--- config.mk ---
export PLATFORM = sky130hd
export DESIGN_NAME = xor_distance_node_table_top_flat
export DESIGN_NICKNAME = d
export VERILOG_FILES = /design/src/hdl/xdnt_pkg.sv /design/src/hdl/xdnt_if.sv /design/src/hdl/xdnt_datapath.sv /design/src/hdl/xdnt_ctrl.sv /design/src/hdl/xor_distance_node_table_top.sv /design/src/flat_wrapper.sv
export SDC_FILE = /design/constraint.sdc
export NUM_CORES = 2
export LEC_CHECK = 0
export BUFFER_PORTS_ARGS = -buffer_cell sky130_fd_sc_hd__buf_2
export CELL_PAD_IN_SITES_DETAIL_PLACEMENT = 1
export CELL_PAD_IN_SITES_GLOBAL_PLACEMENT = 2
export CORE_MARGIN = 2
export CORE_UTILIZATION = 31
export CTS_BUF_LIST = sky130_fd_sc_hd__clkbuf_4
export DETAILED_ROUTE_END_ITERATION = 8
export PLACE_DENSITY_LB_ADDON = 0.1
export SYNTH_ARGS = -nofsm -noshare
export SYNTH_HDL_FRONTEND = slang
export SYNTH_SLANG_ARGS = --single-unit
--- constraint.sdc ---
create_clock -name clk -period 16.3 [get_ports clk]
set_clock_uncertainty 0.1 [all_clocks]
set_input_delay 1.63 -clock clk [delete_from_list [all_inputs] [get_ports clk]]
set_output_delay 1.63 -clock clk [all_outputs]
set_load 0.005 [all_outputs]
--- src/hdl/xdnt_pkg.sv ---
// Package: shared types and constants of the XOR-distance node table.
`timescale 1ns / 1ps
package xdnt_pkg;
	localparam int IdHighW = 32;
	localparam int IdWideW = 64;
	localparam int AddrW   = 32;
	localparam int PortW   = 16;
	localparam int OpW     = 3;
	localparam int StatusW = 3;
	localparam int CountW  = 4;
	localparam int IdW     = IdHighW + 2 * IdWideW;
	localparam int CfgIdxW = 2;
	localparam int CfgDataW = 64;

	localparam logic [OpW-1:0] OP_INSERT  = 3'd0;
	localparam logic [OpW-1:0] OP_REMOVE  = 3'd1;
	localparam logic [OpW-1:0] OP_FIND    = 3'd2;
	localparam logic [OpW-1:0] OP_CLOSEST = 3'd3;
	localparam logic [OpW-1:0] OP_COUNT   = 3'd4;

	localparam logic [StatusW-1:0] ST_OK       = 3'd0;
	localparam logic [StatusW-1:0] ST_OWN_ID   = 3'd1;
	localparam logic [StatusW-1:0] ST_FULL     = 3'd2;
	localparam logic [StatusW-1:0] ST_NOTFOUND = 3'd3;
	localparam logic [StatusW-1:0] ST_NONE     = 3'd4;

	localparam logic [CfgIdxW-1:0] REG_OWN_HIGH = 2'd0;
	localparam logic [CfgIdxW-1:0] REG_OWN_MID  = 2'd1;
	localparam logic [CfgIdxW-1:0] REG_OWN_LOW  = 2'd2;
	localparam logic [CfgIdxW-1:0] REG_CAPACITY = 2'd3;

	localparam int MaxResults = 8;

	typedef struct packed {
		logic [OpW-1:0]     op;
		logic [IdHighW-1:0] id_high;
		logic [IdWideW-1:0] id_middle;
		logic [IdWideW-1:0] id_low;
		logic [AddrW-1:0]   address;
		logic [PortW-1:0]   port;
		logic [CountW-1:0]  wanted;
	} req_t;

	typedef struct packed {
		logic [StatusW-1:0] status;
		logic               entry_valid;
		logic [IdHighW-1:0] out_id_high;
		logic [IdWideW-1:0] out_id_middle;
		logic [IdWideW-1:0] out_id_low;
		logic [AddrW-1:0]   out_address;
		logic [PortW-1:0]   out_port;
		logic [CountW-1:0]  used_count;
		logic               last;
	} rsp_t;

	typedef struct packed {
		logic [CfgIdxW-1:0]  index;
		logic [CfgDataW-1:0] data;
	} cfg_t;

	// controller to datapath
	typedef struct packed {
		logic load;       // capture request
		logic scan_clr;   // restart the scan (clear pointer and results)
		logic scan_step;  // examine one slot
		logic do_insert;  // commit insert/update
		logic do_remove;
		logic pick_take;  // mark current best as taken
		logic emit;       // load result register
		logic [StatusW-1:0] status;
		logic with_entry;
		logic last;
	} dp_cmd_t;
endpackage

--- src/hdl/xdnt_if.sv ---
// Interface: valid/ready channel carrying one payload type.
`timescale 1ns / 1ps
interface xdnt_if #(parameter int W = 1);
	logic         valid;
	logic         ready;
	logic [W-1:0] data;
	modport source (output valid, output data, input ready);
	modport sink (input valid, input data, output ready);
endinterface

--- src/hdl/xdnt_datapath.sv ---
// Datapath: slot storage, request register, serial scan and result register.
`timescale 1ns / 1ps
module xdnt_datapath import xdnt_pkg::*; #(
	parameter int Depth = 8
) (
	input  logic        clk,
	input  logic        arst_n,
	input  req_t        req,
	input  cfg_t        cfg,
	input  logic        cfg_we,
	input  dp_cmd_t     cmd,
	output req_t        req_q,
	output logic [$clog2(Depth+1)-1:0] used_q,
	output logic        scan_done,
	output logic        match_found,
	output logic        own_hit,
	output logic        full,
	output logic        best_found,
	output rsp_t        rsp_q
);
	localparam int SW = (Depth > 1) ? $clog2(Depth) : 1;
	localparam int CW = $clog2(Depth+1);

	logic [Depth-1:0] valid_q;
	logic [Depth-1:0] taken_q;
	logic [IdW-1:0]   id_mem [Depth];
	logic [AddrW-1:0] addr_mem [Depth];
	logic [PortW-1:0] port_mem [Depth];
	logic [IdW-1:0]   own_q;
	logic [CountW-1:0] cap_q;
	logic [SW-1:0]    ptr_q;
	logic             done_q;
	logic             hit_q;
	logic [SW-1:0]    hit_slot_q;
	logic             best_q;
	logic [SW-1:0]    best_slot_q;
	logic [IdW-1:0]   best_dist_q;
	logic [IdW-1:0]   key;
	logic [IdW-1:0]   slot_dist;
	logic [SW-1:0]    free_slot;
	logic             free_any;
	logic [CW-1:0]    limit;

	assign key = {req_q.id_high, req_q.id_middle, req_q.id_low};
	assign slot_dist = id_mem[ptr_q] ^ key;
	assign own_hit = (key == own_q);
	assign scan_done = done_q;
	assign match_found = hit_q;
	assign best_found = best_q;

	always_comb begin
		free_slot = '0;
		free_any = 1'b0;
		for (int i = Depth - 1; i >= 0; i--) begin
			if (!valid_q[i]) begin
				free_slot = SW'(i);
				free_any = 1'b1;
			end
		end
		if (int'(cap_q) > Depth)
			limit = CW'(Depth);
		else
			limit = CW'(cap_q);
		full = (used_q >= limit) || !free_any;
	end

	always_ff @(posedge clk or negedge arst_n) begin
		if (!arst_n) begin
			own_q <= '0;
			cap_q <= CountW'(8);
		end else if (cfg_we) begin
			case (cfg.index)
				REG_OWN_HIGH: own_q[IdW-1 -: IdHighW] <= cfg.data[IdHighW-1:0];
				REG_OWN_MID:  own_q[2*IdWideW-1 -: IdWideW] <= cfg.data;
				REG_OWN_LOW:  own_q[IdWideW-1:0] <= cfg.data;
				REG_CAPACITY: cap_q <= cfg.data[CountW-1:0];
				default: ;
			endcase
		end
	end

	always_ff @(posedge clk) begin
		if (cmd.load) req_q <= req;
	end

	always_ff @(posedge clk or negedge arst_n) begin
		if (!arst_n) begin
			valid_q     <= '0;
			taken_q     <= '0;
			used_q      <= '0;
			ptr_q       <= '0;
			done_q      <= 1'b0;
			hit_q       <= 1'b0;
			hit_slot_q  <= '0;
			best_q      <= 1'b0;
			best_slot_q <= '0;
			best_dist_q <= '0;
		end else begin
			if (cmd.load) taken_q <= '0;
			if (cmd.scan_clr) begin
				ptr_q  <= '0;
				done_q <= 1'b0;
				hit_q  <= 1'b0;
				best_q <= 1'b0;
			end else if (cmd.scan_step && !done_q) begin
				if (valid_q[ptr_q] && id_mem[ptr_q] == key) begin
					hit_q <= 1'b1;
					hit_slot_q <= ptr_q;
				end
				if (valid_q[ptr_q] && !taken_q[ptr_q] &&
				    (!best_q || slot_dist < best_dist_q)) begin
					best_q <= 1'b1;
					best_slot_q <= ptr_q;
					best_dist_q <= slot_dist;
				end
				if (ptr_q == SW'(Depth - 1)) done_q <= 1'b1;
				else ptr_q <= ptr_q + 1'b1;
			end
			if (cmd.pick_take) taken_q[best_slot_q] <= 1'b1;
			if (cmd.do_insert && !hit_q) begin
				valid_q[free_slot] <= 1'b1;
				used_q <= used_q + 1'b1;
			end
			if (cmd.do_remove && hit_q) begin
				valid_q[hit_slot_q] <= 1'b0;
				used_q <= used_q - 1'b1;
			end
		end
	end

	always_ff @(posedge clk) begin
		if (cmd.do_insert) begin
			if (hit_q) begin
				addr_mem[hit_slot_q] <= req_q.address;
				port_mem[hit_slot_q] <= req_q.port;
			end else begin
				id_mem[free_slot]   <= key;
				addr_mem[free_slot] <= req_q.address;
				port_mem[free_slot] <= req_q.port;
			end
		end
	end

	always_ff @(posedge clk) begin
		if (cmd.emit) begin
			logic [SW-1:0] s;
			s = (req_q.op == OP_CLOSEST) ? best_slot_q : hit_slot_q;
			rsp_q.status <= cmd.status;
			rsp_q.entry_valid <= cmd.with_entry;
			rsp_q.used_count <= CountW'(used_q);
			rsp_q.last <= cmd.last;
			if (cmd.with_entry) begin
				{rsp_q.out_id_high, rsp_q.out_id_middle, rsp_q.out_id_low} <= id_mem[s];
				rsp_q.out_address <= addr_mem[s];
				rsp_q.out_port <= port_mem[s];
			end else begin
				{rsp_q.out_id_high, rsp_q.out_id_middle, rsp_q.out_id_low} <= '0;
				rsp_q.out_address <= '0;
				rsp_q.out_port <= '0;
			end
		end
	end

	a_used_bound: assert property (@(posedge clk) disable iff (!arst_n)
		used_q <= CW'(Depth)) else $error("used count overflow");
	a_used_ones: assert property (@(posedge clk) disable iff (!arst_n)
		$countones(valid_q) == int'(used_q)) else $error("used count mismatch");
	a_taken_valid: assert property (@(posedge clk) disable iff (!arst_n)
		(taken_q & ~valid_q) == '0) else $error("taken slot not valid");
endmodule

--- src/hdl/xdnt_ctrl.sv ---
// Controller: sequences scans, table updates and result transfers.
`timescale 1ns / 1ps
module xdnt_ctrl import xdnt_pkg::*; #(
	parameter int Depth = 8
) (
	input  logic    clk,
	input  logic    arst_n,
	input  logic    in_valid,
	output logic    in_ready,
	output logic    out_valid,
	input  logic    out_ready,
	input  req_t    req_q,
	input  logic [$clog2(Depth+1)-1:0] used_q,
	input  logic    scan_done,
	input  logic    match_found,
	input  logic    own_hit,
	input  logic    full,
	input  logic    best_found,
	output dp_cmd_t cmd
);
	localparam int CW = $clog2(Depth+1);
	typedef enum logic [2:0] {S_IDLE, S_SCAN, S_DECIDE, S_EMIT, S_WAIT, S_NEXT} state_t;
	state_t state_q;
	logic [CW-1:0] left_q;
	logic [StatusW-1:0] st_q;
	logic [CW-1:0] n;

	always_comb begin
		if (int'(req_q.wanted) < int'(used_q)) n = CW'(req_q.wanted);
		else n = used_q;
		if (int'(n) > MaxResults) n = CW'(MaxResults);
		cmd = '0;
		cmd.load = (state_q == S_IDLE) && in_valid;
		cmd.scan_clr = cmd.load || (state_q == S_NEXT);
		cmd.scan_step = (state_q == S_SCAN);
		in_ready = (state_q == S_IDLE);
		cmd.last = 1'b1;
		cmd.status = ST_OK;
		if (state_q == S_DECIDE) begin
			cmd.emit = 1'b1;
			case (req_q.op)
				OP_INSERT: begin
					if (own_hit) cmd.status = ST_OWN_ID;
					else if (!match_found && full) cmd.status = ST_FULL;
					else cmd.do_insert = 1'b1;
					cmd.emit = 1'b0;
				end
				OP_REMOVE: begin
					cmd.do_remove = 1'b1;
					cmd.emit = 1'b0;
				end
				OP_FIND: begin
					cmd.status = match_found ? ST_OK : ST_NOTFOUND;
					cmd.with_entry = match_found;
				end
				OP_CLOSEST: begin
					if (left_q == '0) cmd.status = ST_NONE;
					else begin
						cmd.with_entry = best_found;
						cmd.pick_take = 1'b1;
						cmd.last = (left_q == CW'(1));
					end
				end
				default: ;
			endcase
		end
		if (state_q == S_EMIT) begin
			cmd.emit = 1'b1;
			if (req_q.op == OP_INSERT) begin
				cmd.status = st_q;
			end else if (req_q.op == OP_REMOVE) begin
				cmd.status = match_found ? ST_OK : ST_NOTFOUND;
			end
		end
		out_valid = (state_q == S_WAIT);
	end

	always_ff @(posedge clk or negedge arst_n) begin
		if (!arst_n) begin
			state_q <= S_IDLE;
			left_q  <= '0;
			st_q    <= ST_OK;
		end else begin
			case (state_q)
				S_IDLE: if (in_valid) state_q <= S_SCAN;
				S_SCAN: if (scan_done) begin
					state_q <= S_DECIDE;
					if (req_q.op == OP_CLOSEST && left_q == '0 && !cmd.pick_take)
						left_q <= n;
				end
				S_DECIDE: begin
					st_q <= cmd.status;
					if (req_q.op == OP_INSERT || req_q.op == OP_REMOVE) state_q <= S_EMIT;
					else state_q <= S_WAIT;
					if (req_q.op == OP_CLOSEST && left_q != '0) left_q <= left_q - 1'b1;
				end
				S_EMIT: state_q <= S_WAIT;
				S_WAIT: if (out_ready) begin
					if (req_q.op == OP_CLOSEST && left_q != '0) state_q <= S_NEXT;
					else state_q <= S_IDLE;
				end
				S_NEXT: state_q <= S_SCAN;
				default: state_q <= S_IDLE;
			endcase
		end
	end

	a_one_side: assert property (@(posedge clk) disable iff (!arst_n)
		!(in_ready && out_valid)) else $error("input and output both open");
	a_scan_leads: assert property (@(posedge clk) disable iff (!arst_n)
		state_q == S_DECIDE |-> $past(state_q) == S_SCAN) else $error("decide without scan");
	a_left_bound: assert property (@(posedge clk) disable iff (!arst_n)
		int'(left_q) <= MaxResults) else $error("result count overflow");
endmodule

--- src/hdl/xor_distance_node_table_top.sv ---
// Top level: XOR-distance node table with valid/ready channels.
// Closest emits min(wanted,used,8) results, each further one after a fresh scan; with none to give, one ST_NONE result.
// Throughput: one item at a time; next input taken the cycle after the final result transfer.
// Reset: asynchronous, clears valid marks and control registers (not storage, request or result); no clearing pass.
`timescale 1ns / 1ps
module xor_distance_node_table_top import xdnt_pkg::*; #(
	parameter int TABLE_DEPTH = 8
) (
	input logic clk,
	input logic arst_n,
	xdnt_if.sink   req,
	xdnt_if.sink   cfg,
	xdnt_if.source rsp
);
	req_t    req_q;
	dp_cmd_t cmd;
	logic [$clog2(TABLE_DEPTH+1)-1:0] used_q;
	logic    scan_done, match_found, own_hit, full, best_found;
	rsp_t    rsp_q;

	assign cfg.ready = 1'b1;
	assign rsp.data = rsp_q;

	xdnt_datapath #(.Depth(TABLE_DEPTH)) u_dp (
		.clk, .arst_n, .req(req_t'(req.data)), .cfg(cfg_t'(cfg.data)),
		.cfg_we(cfg.valid), .cmd, .req_q, .used_q, .scan_done, .match_found,
		.own_hit, .full, .best_found, .rsp_q
	);

	xdnt_ctrl #(.Depth(TABLE_DEPTH)) u_ctrl (
		.clk, .arst_n, .in_valid(req.valid), .in_ready(req.ready),
		.out_valid(rsp.valid), .out_ready(rsp.ready), .req_q, .used_q,
		.scan_done, .match_found, .own_hit, .full, .best_found, .cmd
	);
endmodule

--- src/flat_wrapper.sv ---
// flat-port wrapper written by rule: the top's interface ports become plain ports
module xor_distance_node_table_top_flat import xdnt_pkg::*;
#(
	parameter int TABLE_DEPTH = 8
)
  (clk, arst_n, req_valid, req_data, req_ready, cfg_valid, cfg_data, cfg_ready, rsp_valid, rsp_data, rsp_ready);
  xdnt_if #(.W($bits(req_t))) req_i ();
  xdnt_if #(.W($bits(cfg_t))) cfg_i ();
  xdnt_if #(.W($bits(rsp_t))) rsp_i ();
  input logic clk;
  input logic arst_n;
  input wire logic [$bits(req_i.valid)-1:0] req_valid;
  input wire logic [$bits(req_i.data)-1:0] req_data;
  output wire logic [$bits(req_i.ready)-1:0] req_ready;
  input wire logic [$bits(cfg_i.valid)-1:0] cfg_valid;
  input wire logic [$bits(cfg_i.data)-1:0] cfg_data;
  output wire logic [$bits(cfg_i.ready)-1:0] cfg_ready;
  output wire logic [$bits(rsp_i.valid)-1:0] rsp_valid;
  output wire logic [$bits(rsp_i.data)-1:0] rsp_data;
  input wire logic [$bits(rsp_i.ready)-1:0] rsp_ready;
  assign req_i.valid = req_valid;
  assign req_i.data = req_data;
  assign req_ready = req_i.ready;
  assign cfg_i.valid = cfg_valid;
  assign cfg_i.data = cfg_data;
  assign cfg_ready = cfg_i.ready;
  assign rsp_valid = rsp_i.valid;
  assign rsp_data = rsp_i.data;
  assign rsp_i.ready = rsp_ready;
  xor_distance_node_table_top #(.TABLE_DEPTH(TABLE_DEPTH)) u_core (.clk(clk), .arst_n(arst_n), .req(req_i), .cfg(cfg_i), .rsp(rsp_i));
endmodule
==> qor.csv <==
metric,value,unit
io_buffers,504,
hp-class,in2reg,
grt_pass1_wl,651000,um
dp_hpwl,301000,um
crit_path_end_kind,flop,
post_drt_wl_per_cell,30.0,um
synth-edff-count,2096,
drt-total-wl,462000,um
clockBufferDepth,4,
layout_setup_ws,6610,ps
yosysMostFrequentCell,edfxtp_1,
overflow,0,
intPower,0.0126,W
rr_worst_depth,16,
min_period_over_period,59.4,%
synth_warnings,0,
num_vias,83000,
clk_pin_slew_worst_paths,60,ps
rows,222,
die_w,611,um
syn_area_per_cell,12.6,um2
synthArstFlopShare,14.9,%
leakagePower,47.5,nW
relSlewSlack,5.95,%
synth_top_area_share,55.2,%
period_needed,9690,ps
required,17630,ps
finalMaxSlewViolations,0,
yosys-top-cells-count,"edfxtp_1 (2096), nand2_1 (1938), nand3_1 (580)",
nNetsFinal,10500,
fp.dieArea,373000,um2
cp.arrival,11020,ps
routabilityCongestion,0.834,
total_power,0.0199,W
p_sw_share,36.7,%
drt-pass1-iter-count,5,
holdPathEnd,u_core.u_dp.req_q[124],
setup_tns,0,ps
antenna_found_initial,33,
track_usage,24.2,%
initial_core_util,31.2,%
synth-seq-cells,2462,
synthCells,9028,
synth_area,114000,um2
cp_max_fo,102,
rsz0062_at_grt,no,
cts.sinks,2462,
syn2layout_area_growth,16.9,%
worstHoldStart,req_data[124],
r2r_slack,6610,ps
start_kind,flop,
p_switching,0.00733,W
max_cap_violations,0,
fmax,0.103,GHz
status,finished clean,
synth_top_area_cell,edfxtp_1,
fp.coreArea,366000,um2
root_buffer,clkbuf_4,
synth.net_count,9488,
tritoncts,yes,
setup_viol,0,
yosysSeqAreaShare,63.2,%
clk_latency,1630,ps
critical_path_class,reg2reg,
pwr-share-clk,30.2,%
final-hold-violation-count,0,
drive_above_1_share,22.5,%
drt_iter0_drc,5346,
htree_levels,6,
num_io_pins,506,
reg2reg_from,u_core.u_dp.ptr_q[1],
peakVddDrop,0.000109,V
worst_slew_pin_slew,1400,ps
power_density,150,nW/um2
via_per_inst,5.38,
netlist_top_cells_area,"edfxtp_1 (55%), dfrtp_1 (8.0%), nand2_1 (6.4%)",
drc_errors,0,
r2r_end,u_core.u_dp.best_dist_q[77],
pre_cts_slack,6940,ps
holdPathStages,1,
grt_pass1_vias,88000,
pwr-share-comb,29.7,%
synth_cell_types,72,
grt_max_degree,174,
numCtsBuffers,720,
die_y,611,um
sequentialPowerShare,40.1,%
drt.antenna.violating_nets,0,
ctsResizeCount,0,
ys.flop_type,edfxtp_1,
[cell type report]
cell class                 count  area, um2
fill                       39200     233000
sequential                  2462      72100
clock buffer                1060       7960
antenna                       30       75.1
inverter                     192        728
multi-input combinational   5729      39000
tap                         4816       6030
timing repair buffer         891       6120
clock inverter               234       1320
[registers in the layout, summed over array words and instances (netlist names), 4 cells and up]
signal and count:
u_core.u_ctrl.left_q 4, u_core.u_dp.addr_mem 256, u_core.u_dp.best_dist_q 160, u_core.u_dp.cap_q 4, u_core.u_dp.id_mem 1280, u_core.u_dp.own_q 160, u_core.u_dp.port_mem 128, u_core.u_dp.req_q 215
u_core.u_dp.rsp_q 217, u_core.u_dp.taken_q 8, u_core.u_dp.used_q 4, u_core.u_dp.valid_q 8
[repair_timing]
action | 4_1_cts | 5_1_grt
setup endpoints to repair | 0 | 0
hold endpoints to repair | 243 | 0
setup buffers | 0 | 0
hold buffers | 191 | 0
[metrics by stage]
stage	utilization [%]	hold slack [ps]	instance area [um2]	cells
CTS	36.4	1.08	133000	15400
finish	36.4	209	133000	15400
detailed placement	33.3	367	122000	13900
global route	36.4	129	133000	15400
floorplan	-	343	114000	9028
global placement	33.3	356	122000	13900
[cell usage in the layout, fill, tap and decap left out, types with 54 or more instances in the layout]
cell type and count:
nand2_1 1937, inv_1 191, a311oi_1 210, and3_1 211, or3_1 54, nor2_1 247, nand4_1 83, nor3b_1 71
edfxtp_1 2096, clkbuf_4 1060, buf_4 180, a31oi_1 306, clkinv_1 160, mux2i_1 220, o22ai_1 97, mux4_2 220
a21o_1 60, nand3_1 578, mux2_2 270, xnor2_1 273, dfrtp_1 361, buf_2 503, and2_1 79, nor4_1 57
a21oi_1 58, a221oi_1 86, dlygate4sd3_1 191, o311ai_0 109, ha_1 173
[kinds of logic (layout without fill, tap and decap cells)]
| family | after synthesis | after routing | synth area share (%) |
|---|---|---|---|
| DFF | 2462 | 2462 | 63.2 |
| and+or+nand+nor | 3411 | 3411 | 13.4 |
| muxes | 715 | 715 | 8.99 |
| buffers and inverters | 837 | 2377 | 2.89 |
| other | 1 | 31 | 0.00329 |
| xor gates and xnor gates | 318 | 318 | 2.44 |
| adders and majority gates | 174 | 174 | 1.92 |
| AOI/OAI and AO/OA | 1110 | 1110 | 7.19 |
[routing by layer]
metal	track usage [%]	share of wire [%]	vias up
met5	0	0.029	-
met4	9.03	3.6	18
met3	3.16	4.0	719
met2	41.6	49	2181
met1	31.1	43	43700
li1	-	-	36400
[power by group through the flow]
stage | Sequential [W] | Combinational [W] | Clock, W
2_1_floorplan | 0.00783 | 0.00359 | 0
3_3_place_gp | 0.00812 | 0.00587 | 0
3_5_place_dp | 0.00813 | 0.00594 | 0
4_1_cts | 0.00801 | 0.00600 | 0.00624
5_1_grt | 0.00804 | 0.00634 | 0.00654
6_report | 0.00800 | 0.00593 | 0.00602
[worst max path at each step]
| stage | from | end | slack (ps) | cells past startpoint |
|---|---|---|---|---|
| final | u_core.u_dp.ptr_q[1] | u_core.u_dp.best_dist_q[77] | 6610 | 16 |
| after global routing | u_core.u_dp.ptr_q[1] | u_core.u_dp.best_dist_q[72] | 6460 | 16 |
| after CTS | u_core.u_dp.ptr_q[1] | u_core.u_dp.best_dist_q[77] | 6910 | 16 |
| after detailed placement | u_core.u_dp.ptr_q[1] | u_core.u_dp.best_dist_q[68] | 6940 | 16 |
| after global placement | u_core.u_dp.ptr_q[1] | u_core.u_dp.best_dist_q[52] | 7020 | 16 |
| after floorplan | u_core.u_dp.cap_q[3] | u_core.u_dp.id_mem[2][0] | 1340 | 12 |
[critical path, cell delays in order (launching register included)]
cell and delay [ps]:
dfrtp_4 820, buf_4 700, buf_12 510, mux4_2 580
mux2i_1 600, xnor2_1 440, ha_1 430, nand4_1 150
nor4_1 770, nand3_1 300, nor4_1 740, o311a_1 310
a31o_4 610, buf_4 770, buf_4 950, a31oi_1 210
o311ai_0 190
No activity file was read; power rests on OpenSTA's default activity.
